$ cat src/rtl/float_trig_argument_reduction_assert.svh
// Assertion macros for the pi/2 argument reduction block.
// Used by the top level; assertions drop out when SYNTH is defined.
`ifndef FLOAT_TRIG_ARGUMENT_REDUCTION_ASSERT_SVH
`define FLOAT_TRIG_ARGUMENT_REDUCTION_ASSERT_SVH
`ifndef SYNTH
`define FTA_ASSERT(lbl, prop, msg) \
  lbl: assert property (@(posedge clk) disable iff (!rst_n) prop) else $error(msg);
`define FTA_ASSERT_ALWAYS(lbl, prop, msg) \
  lbl: assert property (@(posedge clk) prop) else $error(msg);
`else
`define FTA_ASSERT(lbl, prop, msg)
`define FTA_ASSERT_ALWAYS(lbl, prop, msg)
`endif
`endif

$ cat src/rtl/fta_pkg.sv
// Shared types, constants and helper functions for the pi/2 reduction pipeline.
// No dependencies.
package fta_pkg;

  localparam int CHUNK_BITS      = 24;
  localparam int CHUNK_COUNT_DEF = 5;
  localparam int TABLE_WORDS_DEF = 16;
  localparam int F_W             = 10;  // fraction bit count, up to 24*5+149
  localparam int EV_W            = 12;  // signed exponent of intermediates
  localparam int IDX_W           = 4;   // chunk index, k + CHUNK_COUNT - 1 <= 11
  localparam int K_W             = 3;   // window index, at most 4
  localparam logic [7:0]  K_BASE_EXP = 8'd152;
  localparam logic [21:0] K_RECIP    = 22'h2aab;
  localparam int          K_SHIFT    = 18;
  localparam int          E_OFS      = 150;
  localparam logic [63:0] PIO2_Q63   = 64'hC90FDAA22168C235;
  localparam logic [31:0] QNAN_BITS  = 32'h7FC00000;

  // per-item flags carried along the pipe
  typedef struct packed {
    logic       sgn;   // input sign
    logic       nan;   // infinity or NaN input
    logic       fz;    // fraction is zero after rounding
    logic       rsgn;  // sign of reduced angle
    logic [1:0] q;     // quadrant
  } side_t;

  typedef struct packed {
    logic [31:0] bits;
    logic [63:0] rem;
    logic        rem_sgn;
  } ts_res_t;

  // leading chunks of 2/pi, 24 bits each
  function automatic logic [CHUNK_BITS-1:0] chunk_at(input logic [IDX_W-1:0] idx);
    logic [CHUNK_BITS-1:0] c;
    unique case (idx)
      4'd0:  c = 24'ha2f983;
      4'd1:  c = 24'h6e4e44;
      4'd2:  c = 24'h1529fc;
      4'd3:  c = 24'h2757d1;
      4'd4:  c = 24'hf534dd;
      4'd5:  c = 24'hc0db62;
      4'd6:  c = 24'h95993c;
      4'd7:  c = 24'h439041;
      4'd8:  c = 24'hfe5163;
      4'd9:  c = 24'habdebb;
      4'd10: c = 24'hc561b7;
      4'd11: c = 24'h246e3a;
      4'd12: c = 24'h424dd2;
      4'd13: c = 24'he00649;
      4'd14: c = 24'h2eea09;
      4'd15: c = 24'hd1921c;
      default: c = '0;
    endcase
    return c;
  endfunction

  // leading zero count of a 64-bit word (63 for zero)
  function automatic logic [5:0] lzc64(input logic [63:0] v);
    logic [5:0] n;
    n = 6'd63;
    for (int i = 0; i < 64; i++) begin
      if (v[i]) n = 6'(63 - i);
    end
    return n;
  endfunction

  // round mag * 2^ex (mag[63] set) to single, nearest even, with subnormals
  function automatic ts_res_t to_single(input logic sgn, input logic [63:0] mag,
                                        input logic signed [EV_W-1:0] ex);
    logic signed [EV_W+1:0] b;
    logic signed [EV_W+1:0] s;
    logic [5:0]  sh;
    logic [63:0] half;
    logic [63:0] low;
    logic [63:0] r;
    logic        up;
    ts_res_t     o;
    b    = (EV_W+2)'(ex) + 14'sd190;
    s    = (b >= 14'sd1) ? 14'sd40 : 14'sd41 - b;
    sh   = s[5:0];
    up   = 1'b0;
    r    = '0;
    half = '0;
    low  = '0;
    o.rem = mag;
    if (s > 14'sd64) begin
      o.rem = mag;
    end else if (s == 14'sd64) begin
      if (mag > 64'h8000000000000000) begin
        r     = 64'd1;
        up    = 1'b1;
        o.rem = 64'd0 - mag;
      end
    end else begin
      half = 64'd1 << (sh - 6'd1);
      low  = mag & ((half << 1) - 64'd1);
      r    = mag >> sh;
      if (low > half || (low == half && r[0])) up = 1'b1;
      if (up) begin
        r     = r + 64'd1;
        o.rem = (half << 1) - low;
      end else begin
        o.rem = low;
      end
    end
    o.rem_sgn = sgn ^ up;
    if (b >= 14'sd1) o.bits = {sgn, (31'(b - 14'sd1) << 23) + r[30:0]};
    else o.bits = {sgn, r[30:0]};
    return o;
  endfunction

endpackage

$ cat src/rtl/fta_reduce.sv
// Stages 4-6: quadrant, nearest-integer rounding of the product, leading one
// search and normalization to 64 bits. Depends on fta_pkg.
module fta_reduce import fta_pkg::*; #(
  parameter int CHUNK_COUNT = CHUNK_COUNT_DEF,
  localparam int NB = (CHUNK_COUNT + 1) * CHUNK_BITS,
  localparam int HW = $clog2(NB)
) (
  input  logic                   clk,
  input  logic                   rst_n,
  input  logic                   en,
  input  logic                   in_valid,
  input  logic [NB-1:0]          in_p,
  input  logic [F_W-1:0]         in_f,
  input  side_t                  in_side,
  output logic                   out_valid,
  output logic [63:0]            out_mv,
  output logic signed [EV_W-1:0] out_ev,
  output side_t                  out_side
);

  logic [NB-1:0] mask;
  logic [NB-1:0] hbit;
  logic [NB-1:0] frac;
  logic [NB-1:0] frac_nxt;
  logic [1:0]    q0;
  logic [1:0]    q;
  logic          half;
  logic          sticky;
  logic          up;
  side_t         side4_nxt;
  side_t         side5_nxt;
  logic [HW-1:0] h_nxt;
  logic [NB-1:0] shifted;
  logic signed [EV_W-1:0] ev_nxt;

  logic          v4_r, v5_r, v6_r;
  logic [NB-1:0] frac4_r, frac5_r;
  logic [F_W-1:0] f4_r, f5_r;
  side_t         side4_r, side5_r, side6_r;
  logic [HW-1:0] h5_r;
  logic [63:0]   mv6_r;
  logic signed [EV_W-1:0] ev6_r;

  // round to nearest integer, ties to even; keep signed fraction magnitude
  always_comb begin
    mask   = ~({NB{1'b1}} << in_f);
    hbit   = NB'(1) << (in_f - F_W'(1));
    q0     = 2'(in_p >> in_f);
    frac   = in_p & mask;
    half   = |(in_p & hbit);
    sticky = |(in_p & (mask >> 1));
    up     = half & (sticky | q0[0]);
    frac_nxt = up ? ((~frac + NB'(1)) & mask) : frac;
    q = q0 + {1'b0, up};
    side4_nxt      = in_side;
    side4_nxt.q    = in_side.sgn ? (2'd0 - q) : q;
    side4_nxt.rsgn = in_side.sgn ^ up;
  end

  // leading one position; flag an all-zero fraction
  always_comb begin
    h_nxt = '0;
    for (int i = 0; i < NB; i++) begin
      if (frac4_r[i]) h_nxt = HW'(i);
    end
    side5_nxt    = side4_r;
    side5_nxt.fz = ~(|frac4_r);
  end

  // normalize so the leading one lands on the top bit
  always_comb begin
    shifted = frac5_r << (HW'(NB - 1) - h5_r);
    ev_nxt  = signed'(EV_W'(h5_r)) - signed'(EV_W'(f5_r)) - signed'(EV_W'(126));
  end

  always_ff @(posedge clk) begin
    if (!rst_n) begin
      v4_r <= 1'b0;
      v5_r <= 1'b0;
      v6_r <= 1'b0;
    end else if (en) begin
      v4_r <= in_valid;
      v5_r <= v4_r;
      v6_r <= v5_r;
    end
  end

  always_ff @(posedge clk) begin
    if (en) begin
      frac4_r <= frac_nxt;
      f4_r    <= in_f;
      side4_r <= side4_nxt;
      frac5_r <= frac4_r;
      f5_r    <= f4_r;
      h5_r    <= h_nxt;
      side5_r <= side5_nxt;
      mv6_r   <= shifted[NB-1 -: 64];
      ev6_r   <= ev_nxt;
      side6_r <= side5_r;
    end
  end

  assign out_valid = v6_r;
  assign out_mv    = mv6_r;
  assign out_ev    = ev6_r;
  assign out_side  = side6_r;

endmodule

$ cat config.mk
export PLATFORM = sky130hd
export DESIGN_NAME = fta_reduce
export DESIGN_NICKNAME = d
export VERILOG_FILES = /design/src/rtl/float_trig_argument_reduction_assert.svh /design/src/rtl/fta_pkg.sv /design/src/rtl/fta_reduce.sv
export SDC_FILE = /design/constraint.sdc
export NUM_CORES = 2
export LEC_CHECK = 0
export BUFFER_PORTS_ARGS = -buffer_cell sky130_fd_sc_hd__buf_2
export CORE_ASPECT_RATIO = 1.2
export CORE_MARGIN = 2
export CORE_UTILIZATION = 36
export CTS_CLUSTER_DIAMETER = 120
export DETAILED_ROUTE_END_ITERATION = 16
export PLACE_DENSITY_LB_ADDON = 0.25
export SETUP_SLACK_MARGIN = 0.2
export SYNTH_ARGS = -nofsm -noshare
export SYNTH_HDL_FRONTEND = slang
export SYNTH_SLANG_ARGS = --single-unit
$ cat constraint.sdc
create_clock -name clk -period 5.9 [get_ports clk]
set_input_delay 0 -clock clk [delete_from_list [all_inputs] [get_ports clk]]
set_output_delay 0 -clock clk [all_outputs]
set_load 0.03 [all_outputs]
==> run_results.csv <==
group,metric,value,unit
placed_design,gp_congestion,1.078,
synth,synth_top_area_share,34.30,%
synth,synth_edf_count,409,
timing,setup_viol,0,
global_route,grt_first_pass_wirelength,263300,µm
floorplan,core_area,98530,µm²
run,max_cap_violations,0,
finish,nets,4388,
clock_tree,h-tree-depth,2,
finish,layout-drive-gt1-share,20.22,%
pwr,p_per_area,237.1,nW/µm²
finish,final_util,42.59,%
pwr,vdd_ir_drop_max,0.1994,mV
global_route,grt_pass1_vias,34390,
worst_setup_path,path_max_fanout,32,
finish,areaGrowthSynthToFinish,17.21,%
synth,ys_types,103,
synth,avgSynthCellArea,9.261,µm²
worst_setup_path,worstPathArrival,6.11,ns
synth,mappedNetlistNets,4044,
global_route,grt_use_total,36.62,%
synth,async_flop_share,0,%
placed_design,hpwl,150900,µm
timing,final_hold_viol_count,0,
synth,synth_seq_cells,412,
floorplan,die_area,102000,µm²
clock_tree,clkSinkCount,412,
clock_tree,cts_tree,"built",
drt,routed_wirelength,191100,µm
synth,yosys-top-cells-count,"nand2_1, nor2_1, edfxtp_1, a21oi_1, o21ai_0",
clock_tree,cts_root_buffer,"clkbuf_16",
status,status,"complete, no violations",
timing,slew_viol_final,0,
timing,max_slew.worst_pin.slew,1.430,ns
floorplan,die_x,291.9,µm
timing,finalCriticalPeriod,5.641,ns
synth,yosysSeqAreaShare,34.47,%
synth,synth_top_area_cell,"edfxtp_1",
drt,drtAntennaViolNets,0,
clock_tree,numCtsBuffers,43,
clock_tree,path_clk_slew,0.07,ns
drt,route.detailed.drc,0,
synth,synthTopCellsByArea,"edfxtp_1, mux4_2, mux2i_1",
placed_design,port_buffers,242,
floorplan,io_pins,247,
synth,netlist_area,35800,µm²
synth,yosys_warnings,0,
synth,syn_inst,3866,
drt,routedWlPerCell,34.57,µm
min_path,min_path_cells,2,
worst_setup_path,r2r_cells,14,
global_route,grt_max_degree,168,
min_path,hp-class,"input pin to flip-flop",
worst_setup_path,start_kind,"input pin",
floorplan,die_y,349.5,µm
clock_tree,clock_latency,0.61,ns
floorplan,rows,126,
global_route,gr-total-overflow,0,
worst_setup_path,crit_type,"input pin to flip-flop",
drt,vias,35950,
synth,synth_most_common_cell,"nand2_1",
worst_setup_path,cp-end-kind,"flip-flop",
timing,period_share,95.61,%
timing,setup_tns,0,ns
synth,ys.flop_type,"edfxtp_1",
timing,skew,0.02263,ns
pwr,finalPower,9.951,mW
floorplan,initial_core_util,36.34,%
clock_tree,cts_buffer_depth,3,
drt,drtIter0Drc,4006,
timing,rsz0062_at_grt,"false",
pwr,p_leak,15.54,nW
drt,viasPerCell,6.503,
timing,maxSlewHeadroom,4.040,%
worst_setup_path,worstPathRequired,6.37,ns
timing,fmax,177.3,MHz
drt,dr.pass1.iters,6,
global_route,antenna_found_initial,4,
-- metal layers --
layer | GRT usage (%) | vias to the layer above | routed length [µm] | part of all wire, %
met5 | 0 | - | 36 | 0.019
met2 | 58.64 | 1975 | 86270 | 45
met1 | 42.41 | 17560 | 70830 | 37
met3 | 5.011 | 639 | 12540 | 6.6
met4 | 34.54 | 6 | 21450 | 11
li1 | - | 15770 | - | -
-- area by class of cell --
class	instances	area, µm²
Clock inverter	31	332.8
Clock buffer	48	1095
Tap cell	1280	1602
Antenna cell	5	12.51
Timing Repair Buffer	584	4235
Multi-Input combinational cell	3078	22000
Inverter	91	341.6
Sequential cell	412	12340
Fill cell	9829	56570
-- power by group --
part / total (mW) / internal, mW / switching (mW)
Sequential: 3.82 / 3.57 / 0.248
Combinational: 3.37 / 1.19 / 2.18
Clock: 2.76 / 1.55 / 1.21
-- per-stage QoR --
step,worst slack (ns),cells,hold WS [ns],area [µm²]
final,0.2589,5529,0.03152,41960
after global placement,0.8606,5321,0.1808,39280
after floorplan,1.399,3866,0.09887,35800
after detailed placement,0.8292,5321,0.1840,39280
after CTS,0.6001,5524,0.0004712,41950
after global routing,0.3141,5524,0.02176,41950
-- flip-flops by register name, indices dropped and copies added, names as in the netlist --
| signal | flops |
|---|---|
| f4_r | 10 |
| side5_r | 6 |
| side4_r | 5 |
| out_mv | 64 |
| h5_r | 8 |
| out_ev | 12 |
| out_side | 6 |
| frac5_r | 144 |
| frac4_r | 144 |
| v5_r | 1 |
| f5_r | 10 |
| out_valid | 1 |
| v4_r | 1 |
-- logic make-up after synthesis --
logic type      Yosys count  synth area share [%]
fa+ha+maj                15                0.5382
mux                     484                 20.21
compound gates         1067                 19.69
buf+inv                 376                 4.358
flops                   412                 34.47
simple gates           1485                 20.08
xor+xnor                 27                0.6605
-- cell usage in the layout, fill, tap and decap left out, types with 24 or more instances in the layout --
cell type,n
nand2_1,433
a31oi_1,67
a21oi_1,266
nand3_1,106
a22o_1,24
mux4_2,185
o211ai_1,29
nor2_1,417
mux2i_1,238
inv_1,83
nor2b_1,24
a211oi_1,27
and2_1,28
nand4_1,44
edfxtp_1,409
nor4_1,52
mux2_2,61
nor3_1,107
buf_2,238
o21ai_0,253
nand2b_1,79
clkbuf_16,43
or3_1,42
a22oi_1,66
buf_4,210
and3_1,41
o31ai_1,29
dlygate4sd3_1,124
-- final timing paths --
path	start	end	slack [ns]
worst min-delay path	in_f[0]	f4_r[0]	0.03
worst max-delay path	in_f[3]	frac4_r[13]	0.26
worst min register to register	f4_r[9]	f5_r[9]	0.42
worst max register to register	h5_r[4]	out_mv[43]	1.48
-- repair_timing --
item / CTS / global route
hold buffers: 124 / 0
setup buffers: 0 / 0
resized for setup: 0 / 0
endpoints found under the hold margin: 186 / 0
-- worst max-delay path: stages --
cell	delay, ns
dlygate4sd3_1	0.55
buf_2	0.27
nor4_4	1.09
a31oi_1	0.31
nor4_2	0.78
buf_4	0.28
a21oi_1	0.11
o2111ai_1	0.32
nor3_1	0.09
buf_4	0.18
a31oi_1	0.18
o211ai_1	0.18
buf_4	0.24
buf_12	0.18
buf_12	0.15
or4b_1	0.48
o21ai_0	0.08
dlygate4sd3_1	0.56
No activity file was read; power rests on OpenSTA's default activity.
